## config.mk

```make
export PLATFORM = sky130hd
export DESIGN_NAME = aet_cell
export DESIGN_NICKNAME = d
export VERILOG_FILES = /design/src/hdl/aet_pkg.sv /design/src/hdl/aet_cell.sv
export SDC_FILE = /design/constraint.sdc
export NUM_CORES = 1
export LEC_CHECK = 0
export BUFFER_PORTS_ARGS = -buffer_cell sky130_fd_sc_hd__buf_2
export CAP_MARGIN = 10
export CORE_MARGIN = 4
export CORE_UTILIZATION = 25
export DETAILED_ROUTE_END_ITERATION = 12
export SLEW_MARGIN = 0
export SYNTH_ARGS = -nofsm -noshare
export SYNTH_HDL_FRONTEND = slang
export SYNTH_SLANG_ARGS = --single-unit
```

## constraint.sdc

```tcl
create_clock -name clk -period 5.89 [get_ports clk]
set_clock_uncertainty 0.15 [all_clocks]
set_input_delay 0.2945 -clock clk [delete_from_list [all_inputs] [get_ports clk]]
set_output_delay 0.2945 -clock clk [all_outputs]
set_load 0.02 [all_outputs]
```

## src/hdl/aet_pkg.sv

```systemverilog
package aet_pkg;

  localparam int CAP_DEFAULT = 48;

  localparam int POS_W   = 16;
  localparam int RAD_W   = 12;
  localparam int LIFE_W  = 16;
  localparam int KIND_W  = 2;
  localparam int CMD_W   = 2;
  localparam int CNT_W   = 6;

  localparam int S_TDATA_W = 80;
  localparam int M_TDATA_W = 16;

  localparam logic [LIFE_W-1:0] AGE_MAX = '1;

  typedef enum logic [CMD_W-1:0] {
    CMD_PUSH  = 2'd0,
    CMD_TICK  = 2'd1,
    CMD_CLEAR = 2'd2,
    CMD_NOP   = 2'd3
  } cmd_t;

  typedef struct packed {
    logic signed [POS_W-1:0] pos_x;
    logic signed [POS_W-1:0] pos_y;
    logic [RAD_W-1:0]        radius;
    logic [LIFE_W-1:0]       life;
    logic [LIFE_W-1:0]       age;
    logic [KIND_W-1:0]       kind;
  } entry_t;

  typedef struct packed {
    logic              append;
    logic              shift;
    logic              tick;
    logic              compact;
    logic [LIFE_W-1:0] step;
  } cell_ctl_t;

endpackage

```

## src/hdl/aet_cell.sv

```systemverilog
module aet_cell #(
  parameter int IDX = 0,
  parameter int CW  = 6
) (
  input  logic              clk,
  input  logic              rst,
  input  aet_pkg::cell_ctl_t ctl,
  input  logic [CW-1:0]     count,
  input  aet_pkg::entry_t   entry_new,
  input  aet_pkg::entry_t   nbr_entry,
  input  logic              nbr_kill,
  input  logic              prefix_in,
  output aet_pkg::entry_t   entry,
  output logic              kill,
  output logic              prefix_out
);
  import aet_pkg::*;

  logic              live;
  logic [LIFE_W:0]   age_sum;
  logic [LIFE_W-1:0] age_sat;

  assign live       = CW'(IDX) < count;
  assign age_sum    = {1'b0, entry.age} + {1'b0, ctl.step};
  assign age_sat    = age_sum[LIFE_W] ? AGE_MAX : age_sum[LIFE_W-1:0];
  assign prefix_out = prefix_in | kill;

  always_ff @(posedge clk) begin
    if (ctl.append && (CW'(IDX) == count)) begin
      entry <= entry_new;
    end else if (ctl.shift) begin
      entry <= nbr_entry;
    end else if (ctl.tick) begin
      entry.age <= age_sat;
    end else if (ctl.compact && prefix_out) begin
      entry <= nbr_entry;
    end
  end

  always_ff @(posedge clk) begin
    if (rst) begin
      kill <= 1'b0;
    end else if (ctl.tick) begin
      kill <= live && (age_sat >= entry.life);
    end else if (ctl.compact && prefix_out) begin
      kill <= nbr_kill;
    end
  end

endmodule

```

Yosys cells after proc, flatten, opt, wreduce, memory -nomap -nowiden
Cells that the tools add are included.
{"block": "totals", "register_bits": 79, "input_bits": 186}
{"block": "classes", "addsub": 1, "n_lt_le_gt_ge": 2, "n_eq_ne": 1, "n_mux": 9, "bitwise": 1, "reduce_logical": 8}
{"op": "$mux W78", "n": 3}
{"op": "$mux W60", "n": 1}
{"op": "$mux W16", "n": 2}
{"op": "$add A16 B16 Y17", "n": 1}
{"op": "$ge A16 B16 Y1", "n": 1}
{"op": "$logic_not A6 Y1", "n": 1}
{"op": "$lt A1 B6 Y1 const A", "n": 1}
{"op": "$reduce_bool A4 Y1", "n": 1}
{"op": "$logic_and A1 B1 Y1", "n": 3}
{"op": "$ne A3 B1 Y1 const B", "n": 1}
{"op": "$reduce_bool A3 Y1", "n": 1}
{"op": "$mux W1", "n": 2}
{"op": "$mux W2", "n": 1}
{"op": "$reduce_and A2 Y1", "n": 1}
{"op": "$reduce_bool A2 Y1", "n": 1}
{"op": "$or A1 B1 Y1", "n": 1}

Logic depth before layout (Yosys ltp)
Gate-level depths: netlist of run 1.
{"block": "logic_depth", "word_depth": 6, "depth_mapped": 16, "depth_no_buf": 14}

Worst setup path before layout of run 1
Ideal clock, no wire load.
{"block": "synth_path", "kind": "reg-to-reg", "start": "reg entry[2] (netlist name)", "end": "reg kill", "setup_time_ns": 0.116, "t_arrival_ns": 3.400, "required_time_ns": 5.624, "setup_slack_ns": 2.223, "path_stages_with_launch": 17, "n_path_buf": 2, "synth_period_minus_slack_ns": 3.667, "cell_sequence": "edfxtp_1 ha_1 fa_1 a21o_1 a311o_1 nand4b_1 and3_1 buf_2 buf_2 nand2_1 ha_1 a21o_1 a21o_1 a21oi_1 o311ai_0 a21oi_1 nor3_1"}
{"block": "synth_between", "elab_chain_cells": 5}
{"element": "start: declaration", "line": "aet_cell.sv:13", "text": "output aet_pkg::entry_t entry,"}
{"element": "start signal: assignment", "line": "aet_cell.sv:30", "text": "entry <= entry_new;"}
{"element": "start signal: assignment", "line": "aet_cell.sv:32", "text": "entry <= nbr_entry;"}
{"element": "start signal: assignment", "line": "aet_cell.sv:36", "text": "entry <= nbr_entry;"}
{"element": "$add A16 B16 Y17", "line": "aet_cell.sv:24", "text": "assign age_sum = {1'b0, entry.age} + {1'b0, ctl.step};"}
{"element": "$mux W16", "line": "aet_cell.sv:25", "text": "assign age_sat = age_sum[LIFE_W] ? AGE_MAX : age_sum[LIFE_W-1:0];"}
{"element": "$ge A16 B16 Y1", "line": "aet_cell.sv:44", "text": "kill <= live && (age_sat >= entry.life);"}
{"element": "$logic_and A1 B1 Y1", "line": "aet_cell.sv:44"}
{"element": "$mux W1", "line": "aet_cell.sv:43", "text": "end else if (ctl.tick) begin"}
{"element": "end signal: assignment", "line": "aet_cell.sv:44"}
{"element": "end signal: assignment", "line": "aet_cell.sv:46", "text": "kill <= nbr_kill;"}
{"element": "end: declaration", "line": "aet_cell.sv:14", "text": "output logic kill,"}
Every way passes these cells.
A chain may end at the register's enable or synchronous reset.

Worst setup path after layout of run 1
Ends and elaborated chain as after synthesis.

==> results.json, run 1 <==
{
  "slowest_stage": "and3_1",
  "grt_max_degree": 64,
  "die_w_um": 148,
  "final_util_pct": 35.6,
  "insertion_delay_ns": 0.34,
  "preCtsSetupSlack_ns": 1.97,
  "cts_tree": "built",
  "yosysUniqueCellTypes": 49,
  "final_common_cell": "buf_2",
  "io_buffers": 265,
  "clockRootBuffer": "clkbuf_16",
  "drive_gt1_share_pct": 36.4,
  "layout_common_cells": "buf_2, nand2_1, edfxtp_1, ha_1, a21o_1",
  "synth_edf_count": 78,
  "grt_pass1_wl_mm": 25.4,
  "critPathLaunchType": "flip-flop",
  "crit_buf_inv": 0,
  "cpMostUsedCell": "a21o_1",
  "synth-async-reset-ratio_pct": 0,
  "top_level_ports": 266,
  "leakagePower_nw": 3.37,
  "cap_violations": 0,
  "final_max_slew_viol_count": 0,
  "path_class": "reg2reg",
  "rsz0062_at_grt": "false",
  "min_to": "entry[46]$_DFFE_PP_",
  "ctsResizeCount": 0,
  "start_util_pct": 25.7,
  "grtUsageTotal_pct": 14.9,
  "r2r_start": "entry[2]$_DFFE_PP_",
  "finalPower_w": 0.00179,
  "syn_inst": 543,
  "post-route-period-util_pct": 66.0,
  "finalSetupViolations": 0,
  "areaGrowthSynthToFinish_pct": 38.5,
  "crit_chain": "ha_1 -> fa_1 -> a21o_1 -> a311o_1 -> nand4b_1 -> and3_1 -> nand2_1 -> ha_1 -> a21o_1 -> a21o_1 -> a21oi_1 -> o311ai_0 -> a21oi_1 -> nor3_1",
  "synth-seq-cells": 79,
  "holdBufCountCts": 1,
  "antenna_found_initial": 5,
  "r2r_cells": 14,
  "slowest_delay_ns": 0.52,
  "clockBufferDepth": 2,
  "drt_first_pass_iters": 6,
  "timing.final.ws_setup_ns": 2.00,
  "core_um2": 19000,
  "rrSetupSlack_ns": 2.00,
  "fin_crit_ns": 3.89,
  "worstPathArrival_ns": 3.97,
  "gr-total-overflow": 0,
  "synth_top_family_by_area": "simple AND/OR/NAND/NOR gates",
  "synthFlopType": "edfxtp_1",
  "cts_max_level": 3,
  "path_max_fanout": 17,
  "hold_depth": 3,
  "die-height_um": 148,
  "gp_congestion": 0.835,
  "detailed_place_hpwl_mm": 13.3,
  "synth_adder_area_share_pct": 8.62,
  "clock_sinks": 79,
  "vias": 4723,
  "critical_path.top_delay_family": "compound AO/OA/AOI/OAI gates",
  "yosys_warnings": 0,
  "wirelength_mm": 16.8,
  "viasPerCell": 4.43,
  "min_from": "entry_new[46]",
  "syn_nets": 762,
  "drt_iter0_markers": 188,
  "drc_errors": 0,
  "yosysSeqAreaShare_pct": 48.4,
  "status": "complete, no violations",
  "grt_pass1_vias": 4740,
  "r2r_end": "kill$_SDFFE_PP0P_",
  "dieArea_um2": 21800,
  "hold_viol": 0,
  "synth_compound_area_share_pct": 14.5,
  "cellPowerDensity_nw_per_um2": 265,
  "fmax_mhz": 257,
  "synth-xor-area-share_pct": 1.80,
  "synth-simple-area-share_pct": 22.3,
  "relSlewSlack_pct": 29.8,
  "worst_ep_required_time_ns": 5.98,
  "rows": 50,
  "ant_nets": 0,
  "finalSetupTns_ns": 0,
  "worst_hold_slack_ns": 0.0576,
  "nets": 1016,
  "synth_area_um2": 4880,
  "ir_drop_mv": 0.129,
  "cts_setup_buffers": 0,
  "synth.avg_cell_area_um2": 8.98,
  "hp-class": "in2reg",
  "crit_path_end_kind": "flip-flop",
  "cts_buffers": 9,
  "nFillCells": 2022,
  "clkTransAtPathRegs_ns": 0.07,
  "muxShareOfSynthArea_pct": 0.513,
  "worst_slew_pin_slew_ns": 1.05,
  "routedWlPerCell_um": 15.8
}
-- metrics by stage --
step                      cells  cell area (µm²)
after floorplan             543             4880
after CTS                  1062             6750
after detailed placement   1045             6460
after global routing       1065             6760
after global placement     1045             6460
final                      1065             6760
-- power by group --
group	switching [W]	total, W	internal (W)
Clock	0.000258	0.000551	0.000293
Combinational	0.000317	0.000540	0.000223
Sequential	0.0000205	0.000697	0.000677
-- logic make-up (layout without fill, tap and decap cells) --
logic type,count (synthesis),in the layout
buffers and inverters,47,306
other,0,3
XOR/XNOR,10,10
flip-flops,79,79
multiplexers,2,2
AO/OA/AOI/OAI,107,107
adder cells (fa/ha/maj),33,33
AND/OR/NAND/NOR,265,265
-- state kept, by name, summed over array words and instances (netlist names) --
name,count
kill,1
entry,78
-- Yosys cell counts (3+ instances only) --
cell type  instances  area share, %
a211o_1            5           0.90
a211oi_1           5           0.77
a21o_1            25            3.8
a21oi_1           18            1.8
a221oi_1           3           0.54
a31oi_1            9            1.2
and2_1             3           0.38
and3_1             4           0.51
clkbuf_1          22            1.7
edfxtp_1          78             48
ha_1              32            8.2
inv_1             20            1.5
nand2_1          212             16
nand2b_1           4           0.51
nand3_1            4           0.41
nand4_1            7           0.90
nor2_1            13            1.0
nor3_1             8           0.82
o21ai_0           19            1.9
o21ai_1            8           0.82
or3_1              3           0.38
xnor2_1            5           0.90
xor2_1             5           0.90
-- layout make-up --
type                    count  area [µm²]  area share, %
flip-flops and latches     79        2360           35.0
multi-input cells         417        2340           34.6
repair buffers            270        1370           20.2
well taps                 260         325           4.82
clock buffers              10         229           3.39
inverters                  20        75.1           1.11
clock inverters             6        52.6          0.778
diodes                      3        7.51          0.111
-- worst max path at each step --
stage               slack [ns]               start  cells after the start                end
finish                    2.00  entry[2]$_DFFE_PP_                     14  kill$_SDFFE_PP0P_
global route              1.71  entry[2]$_DFFE_PP_                     14  kill$_SDFFE_PP0P_
CTS                       1.97  entry[2]$_DFFE_PP_                     14  kill$_SDFFE_PP0P_
detailed placement        1.97              ctl[0]                     15  kill$_SDFFE_PP0P_
global placement          2.05              ctl[0]                     15  kill$_SDFFE_PP0P_
floorplan                 2.22  entry[2]$_DFFE_PP_                     16  kill$_SDFFE_PP0P_
-- routing by layer --
metal / GRT usage (%) / routed length [µm] / vias up
met4: 5.50 / 470 / 4
li1: - / - / 2404
met1: 17.2 / 6780 / 2096
met2: 26.0 / 8140 / 192
met5: 0 / 34 / -
met3: 4.72 / 1380 / 27
-- worst min-delay path: stages --
cell,delay [ns]
buf_2,0.07
nand2_1,0.04
nand2_1,0.04
No activity file was read; power rests on OpenSTA's default activity.
==> run 2, diff against run 1 <==
--- a/config.mk
+++ b/config.mk
@@ -5,6 +5,7 @@
 export SDC_FILE = /design/constraint.sdc
 export NUM_CORES = 1
 export LEC_CHECK = 0
+export ABC_AREA = 1
 export BUFFER_PORTS_ARGS = -buffer_cell sky130_fd_sc_hd__buf_2
 export CAP_MARGIN = 10
 export CORE_MARGIN = 4
==> constraint.sdc (replaced) <==
create_clock -name clk -period 3.7 [get_ports clk]
set_clock_uncertainty 0.15 [all_clocks]
set_input_delay 0.185 -clock clk [delete_from_list [all_inputs] [get_ports clk]]
set_output_delay 0.185 -clock clk [all_outputs]
set_load 0.02 [all_outputs]
==> run 2 against run 1 <==
  * Largest power group unchanged
  * Utilization increased by 6.2 points
  * Area after synthesis up 6.3%
  * Sequential power increased by 59%
  * Sequential share of layout area down 7.1 points
  * Cell area rose by 26%
  * Maximum frequency rose by 19%
  * Hold slack lost 0.031 ns
  * Flip-flop and latch count stayed put
  * Register-to-register slack worse by 1.6 ns
  * Clock power is 83% higher
==> results.json, run 2 <==
{
  "final_max_slew_viol_count": 0,
  "status": "complete, no violations",
  "clock_sinks": 79,
  "drt_iter0_markers": 238,
  "slowest_delay_ns": 0.42,
  "yosys_warnings": 0,
  "grtUsageTotal_pct": 15.9,
  "syn_nets": 897,
  "synth_most_common_cell": "nand2_1",
  "core_um2": 20300,
  "wirelength_mm": 18.7,
  "yosysSeqAreaShare_pct": 45.5,
  "clockBufferDepth": 2,
  "dieArea_um2": 23100,
  "ir_drop_mv": 0.246,
  "final_util_pct": 41.8,
  "grt_pass1_vias": 5999,
  "nets": 1292,
  "yosysTopAreaCellShare_pct": 45.2,
  "drive_gt1_share_pct": 28.9,
  "grt_pass1_wl_mm": 29.8,
  "viasPerCell": 4.28,
  "grt_max_degree": 89,
  "clkTransAtPathRegs_ns": 0.07,
  "hp-class": "in2reg",
  "path_class": "reg2reg",
  "antenna_found_initial": 1,
  "synth.avg_cell_area_um2": 7.65,
  "slowest_stage": "nor4_1",
  "crit_chain": "ha_1 -> fa_1 -> nand3_1 -> nand2_2 -> nand2_2 -> nand2_4 -> a21oi_4 -> nand3_1 -> ha_1 -> nand2_1 -> nor4_1 -> nand2_1 -> nand3_1 -> nand2_1 -> a21oi_1",
  "syn_inst": 678,
  "worst_ep_required_time_ns": 3.81,
  "hold_viol": 0,
  "crit_path_end": "kill$_SDFFE_PP0P_",
  "detailed_place_hpwl_mm": 14.1,
  "areaGrowthSynthToFinish_pct": 63.6,
  "rsz0062_at_grt": "false",
  "insertion_delay_ns": 0.34,
  "synth_area_um2": 5190,
  "rrSetupSlack_ns": 0.43,
  "cts_max_level": 3,
  "cts_buffers": 9,
  "leakagePower_nw": 4.34,
  "worst_slew_pin_slew_ns": 0.873,
  "yosysUniqueCellTypes": 33,
  "drc_errors": 0,
  "cts_tree": "built",
  "gp_congestion": 0.836,
  "die-height_um": 152,
  "timing.final.ws_setup_ns": 0.432,
  "routedWlPerCell_um": 13.9,
  "clockRootBuffer": "clkbuf_16",
  "final_common_cell": "nand2_1",
  "largest_reg_flops": 78,
  "cellPowerDensity_nw_per_um2": 368,
  "synth-async-reset-ratio_pct": 0,
  "io_buffers": 265,
  "swShare_pct": 32.4,
  "internal-power_w": 0.00211,
  "relSlewSlack_pct": 41.6,
  "drt_first_pass_iters": 5,
  "post-route-period-util_pct": 88.3,
  "seqPwrFrac_pct": 35.5,
  "synth_edf_count": 78,
  "p_comb_share_pct": 32.2,
  "crit_path_end_kind": "flip-flop",
  "worstPathArrival_ns": 3.38,
  "r2r_cells": 15,
  "fin_crit_ns": 3.27,
  "rows": 52,
  "synthFlopType": "edfxtp_1",
  "layout_common_cells": "nand2_1, buf_2, dlygate4sd3_1, edfxtp_1, inv_1",
  "finalSetupTns_ns": 0,
  "cap_violations": 0,
  "cts_setup_buffers": 0,
  "top_level_ports": 266,
  "finalSetupViolations": 0,
  "start_util_pct": 25.5,
  "r2r_start": "entry[2]$_DFFE_PP_",
  "vias": 5767,
  "synthTopCellsByCount": "nand2_1, edfxtp_1, inv_1",
  "synth_area_leaders": "edfxtp_1, nand2_1, ha_1",
  "ctsResizeCount": 0,
  "preCtsSetupSlack_ns": 0.419,
  "pwr-share-clk_pct": 32.3,
  "fmax_mhz": 306,
  "reg.largest.list": "entry x78, kill x1",
  "top_register": "entry",
  "crit_start": "entry[2]$_DFFE_PP_",
  "switchingPower_w": 0.00101,
  "path_max_fanout": 15,
  "r2r_end": "kill$_SDFFE_PP0P_",
  "gr-total-overflow": 0,
  "critPathLaunchType": "flip-flop",
  "post-synth-top-area-cell": "edfxtp_1",
  "die_w_um": 152,
  "ant_nets": 0,
  "synth-seq-cells": 79
}
run 2: cell count changes in the layout (fill, tap and decap cells not counted), sizes merged, moves of 10 or more:
cell         change
nand2          +125
a21o            -25
nand3           +20
dlygate4sd3    +133
nor2            +36
o21ai           -10
inv             +57
run 2: power by group through the flow:
| stage | Combinational [W] | Clock [W] | Sequential [W] |
|---|---|---|---|
| 2_1_floorplan | 0.000487 | 0 | 0.00122 |
| 3_3_place_gp | 0.000888 | 0 | 0.00113 |
| 3_5_place_dp | 0.000896 | 0 | 0.00113 |
| 4_1_cts | 0.00101 | 0.00104 | 0.00111 |
| 5_1_grt | 0.00114 | 0.00107 | 0.00112 |
| 6_report | 0.00101 | 0.00101 | 0.00111 |
run 2: stage by stage:
step	hold WS, ns	cells	instance area (µm²)	power (W)
6_report	0.0263	1349	8490	0.00313
5_1_grt	0.0229	1349	8490	0.00333
4_1_cts	0.00246	1348	8480	0.00316
3_5_place_dp	0.201	1198	6810	0.00202
3_3_place_gp	0.196	1198	6810	0.00201
2_1_floorplan	0.104	678	5190	0.00171
run 2: worst min-delay path by stage:
stage,cells past startpoint,endpoint,slack (ns),from
after global placement,2,kill$_SDFFE_PP0P_,0.20,rst
after global routing,3,entry[24]$_DFFE_PP_,0.02,entry_new[24]
after floorplan,1,kill$_SDFFE_PP0P_,0.10,rst
after CTS,3,entry[25]$_DFFE_PP_,0.002,entry_new[25]
after detailed placement,2,kill$_SDFFE_PP0P_,0.20,rst
final,3,entry[25]$_DFFE_PP_,0.03,nbr_entry[25]
run 2: metal layers:
metal,GRT usage [%],up-vias,wire (µm)
met1,17.7,2600,7560
met5,0,-,0
li1,-,2938,-
met3,4.29,31,1180
met2,29.3,198,9560
met4,5.35,0,444
run 2: kinds of logic after synthesis:
kind of cell / synth area share (%)
AOI/OAI and AO/OA: 4.27
xor gates and xnor gates: 1.01
and+or+nand+nor: 33.5
adders and majority gates: 8.11
DFF: 45.5
buffers and inverters: 7.53
run 2: what timing repair did:
item	4_1_cts	5_1_grt
endpoints found under the hold margin	74	0
hold buffers	134	0
endpoints found under the setup margin	0	0
run 2: layout make-up:
type,instances,area (µm²)
multi-input cells,504,2440
flip-flops and latches,79,2360
repair buffers,403,2720
clock buffers,9,225
diodes,1,2.50
inverters,76,285
well taps,270,338
fillers,2058,11800
clock inverters,7,106
run 2: critical path, delay by kind of cell (launching register included):
kind / cells / cell delay, ns
AOI/OAI and AO/OA: 2 / 0.45
and+or+nand+nor: 10 / 1.24
DFF: 1 / 0.38
adders and majority gates: 3 / 0.96
==> run 3, diff against run 2 <==
--- a/config.mk
+++ b/config.mk
@@ -5,12 +5,12 @@
 export SDC_FILE = /design/constraint.sdc
 export NUM_CORES = 1
 export LEC_CHECK = 0
-export ABC_AREA = 1
 export BUFFER_PORTS_ARGS = -buffer_cell sky130_fd_sc_hd__buf_2
 export CAP_MARGIN = 10
 export CORE_MARGIN = 4
 export CORE_UTILIZATION = 25
 export DETAILED_ROUTE_END_ITERATION = 12
+export GPL_TIMING_DRIVEN = 0
 export SLEW_MARGIN = 0
 export SYNTH_ARGS = -nofsm -noshare
 export SYNTH_HDL_FRONTEND = slang
==> constraint.sdc (replaced) <==
create_clock -name clk -period 3.1 [get_ports clk]
set_clock_uncertainty 0.15 [all_clocks]
set_input_delay 0.155 -clock clk [delete_from_list [all_inputs] [get_ports clk]]
set_output_delay 0.155 -clock clk [all_outputs]
set_load 0.02 [all_outputs]
==> run 3 against run 2 <==
  * The flow now finishes with violations (negative setup slack)
  * Sequential share of layout area about the same
  * Combinational power up 37%
  * Register-to-register slack got worse by 0.79 ns
  * Cell area is 0.18% lower
  * Cell count is 8.7% lower
  * Critical path depth down 1
  * Maximum frequency decreased by 5.4%
  * Count of clock-buffer cells in the layout did not move
  * Utilization rose by 2.9 points
  * Non-clock buffer count rose by 37
  * Total power rose by 20%
  * Largest cell class unchanged
  * Largest power group is now combinational cells
==> results.json, run 3 (synthesis results as in run 1) <==
{
  "topRoutingLayerUsed": "met5",
  "wirelength_mm": 19.6,
  "crit_path_end_kind": "flip-flop",
  "post-route-period-util_pct": 111,
  "grtUsageTotal_pct": 17.6,
  "violations": "negative setup slack",
  "fin_crit_ns": 3.45,
  "largest_reg_flops": 78,
  "slowest_stage": "edfxtp_1",
  "top_level_ports": 266,
  "vias": 5543,
  "routedWlPerCell_um": 15.9,
  "path_max_fanout": 3,
  "path_class": "reg2reg",
  "viasPerCell": 4.50,
  "slowest_delay_ns": 0.42,
  "cts_tree": "built",
  "gp_congestion": 0.872,
  "rrSetupSlack_ns": -0.35,
  "die-height_um": 148,
  "antenna_found_initial": 1,
  "top_register": "entry",
  "rsz0062_at_grt": "true",
  "grt_pass1_vias": 5850,
  "cellPowerDensity_nw_per_um2": 442,
  "grt_max_degree": 63,
  "cts_max_level": 3,
  "grt_pass1_wl_mm": 30.2,
  "dieArea_um2": 21800,
  "core_um2": 19000,
  "finalPower_w": 0.00374,
  "reg.largest.list": "entry x78, kill x1",
  "detailed_place_hpwl_mm": 14.2,
  "leakagePower_nw": 4.07,
  "io_buffers": 265,
  "worst_slew_pin_slew_ns": 0.824,
  "final_max_slew_viol_count": 0,
  "layout_common_cells": "buf_2, nand2_1, dlygate4sd3_1, edfxtp_1, ha_1",
  "dr_wl_met2_mm": 9.94,
  "relSlewSlack_pct": 45.1,
  "clkTransAtPathRegs_ns": 0.07,
  "stdcell_area_um2": 8470,
  "hold_viol": 0,
  "drt_iter0_markers": 263,
  "insertion_delay_ns": 0.34,
  "clockRootBuffer": "clkbuf_16",
  "final_common_cell": "buf_2",
  "crit_chain": "ha_4 -> fa_2 -> a21o_1 -> buf_4 -> a311oi_4 -> nor2_1 -> a211o_1 -> mux2_4 -> ha_1 -> a21o_1 -> a21o_1 -> a211o_1 -> a21oi_2 -> nor3_1",
  "place_area_um2": 6610,
  "hp-class": "in2reg",
  "preCtsSetupSlack_ns": -0.621,
  "die_w_um": 148,
  "clock_sinks": 79,
  "finalSetupViolations": 1,
  "worst_ep_required_time_ns": 3.19,
  "antenna_cells": 0,
  "final_util_pct": 44.7,
  "cts_buffers": 9,
  "start_util_pct": 25.7,
  "timing.final.ws_setup_ns": -0.355,
  "drt_first_pass_iters": 5,
  "ir_drop_mv": 0.255,
  "gr-total-overflow": 0,
  "areaGrowthSynthToFinish_pct": 73.7,
  "wl_met3_mm": 1.75,
  "critPathLaunchType": "flip-flop",
  "worstPathArrival_ns": 3.54,
  "drc_errors": 0,
  "nets": 1186,
  "cap_violations": 0,
  "drive_gt1_share_pct": 32.8,
  "clockBufferDepth": 2,
  "rows": 50,
  "fmax_mhz": 289,
  "ant_nets": 0,
  "status": "complete, but fails checks",
  "wl_met1_mm": 7.61,
  "cpMostUsedCell": "a21o_1"
}
-- run 3: cell types whose count changed in the layout (fill, tap and decap cells not counted), moves of 6 or more --
cell and change:
inv_1 -51, a21o_1 +25, a31oi_1 +9, o21ai_1 +8
nor2_1 -35, clkbuf_1 +18, nor3_1 +6, nand3_1 -18
nand2_2 -8, nand2_1 -117, buf_4 +8
-- run 3: timing repair --
action,4_1_cts,5_1_grt
endpoints found under the setup margin,1,11
gates cloned,1,0
endpoints found under the hold margin,76,0
pin swaps,15,5
resized for setup,8,6
setup buffers,11,0
hold buffers,139,0
-- run 3: final timing paths --
check / from / endpoint / depth (start not counted)
setup / recovery: entry[2]$_DFFE_PP_ / kill$_SDFFE_PP0P_ / 14
hold / removal: nbr_entry[15] / entry[15]$_DFFE_PP_ / 3
setup reg to reg: entry[2]$_DFFE_PP_ / kill$_SDFFE_PP0P_ / 14
hold reg to reg: kill$_SDFFE_PP0P_ / kill$_SDFFE_PP0P_ / 4
-- run 3: area by class of cell --
cell class,count,area [µm²]
multi-input cells,417,2460
inverters,20,75.1
clock buffers,9,225
fillers,1776,10500
repair buffers,416,2840
plain buffers,24,126
flip-flops and latches,79,2360
well taps,260,325
clock inverters,7,56.3
-- run 3: through the flow --
stage          setup TNS, ns  instances  hold slack, ns
2_1_floorplan         -0.315        543          0.0818
6_report              -0.355       1232          0.0242
4_1_cts               -0.430       1235         0.00482
3_5_place_dp          -11.61       1068           0.188
5_1_grt                -1.38       1232          0.0413
3_3_place_gp          -92.09       1068           0.179
-- run 3: critical path, delay by kind of cell (launching register included) --
family                     cells  cell delay [ns]
buffers and inverters          1             0.15
muxes                          1             0.33
and+or+nand+nor                2             0.18
DFF                            1             0.42
AOI/OAI and AO/OA              7             1.41
adders and majority gates      3             0.71
-- run 3: power by group --
| group | internal [W] | switching [W] |
|---|---|---|
| clock | 0.000553 | 0.000482 |
| combinational | 0.000661 | 0.000719 |
| sequential | 0.00129 | 0.0000399 |
-- run 3: layer usage --
metal | track usage, % | vias up
li1 | - | 2746
met4 | 4.29 | 2
met1 | 19.8 | 2522
met5 | 0 | -
met3 | 5.67 | 23
met2 | 32.1 | 250
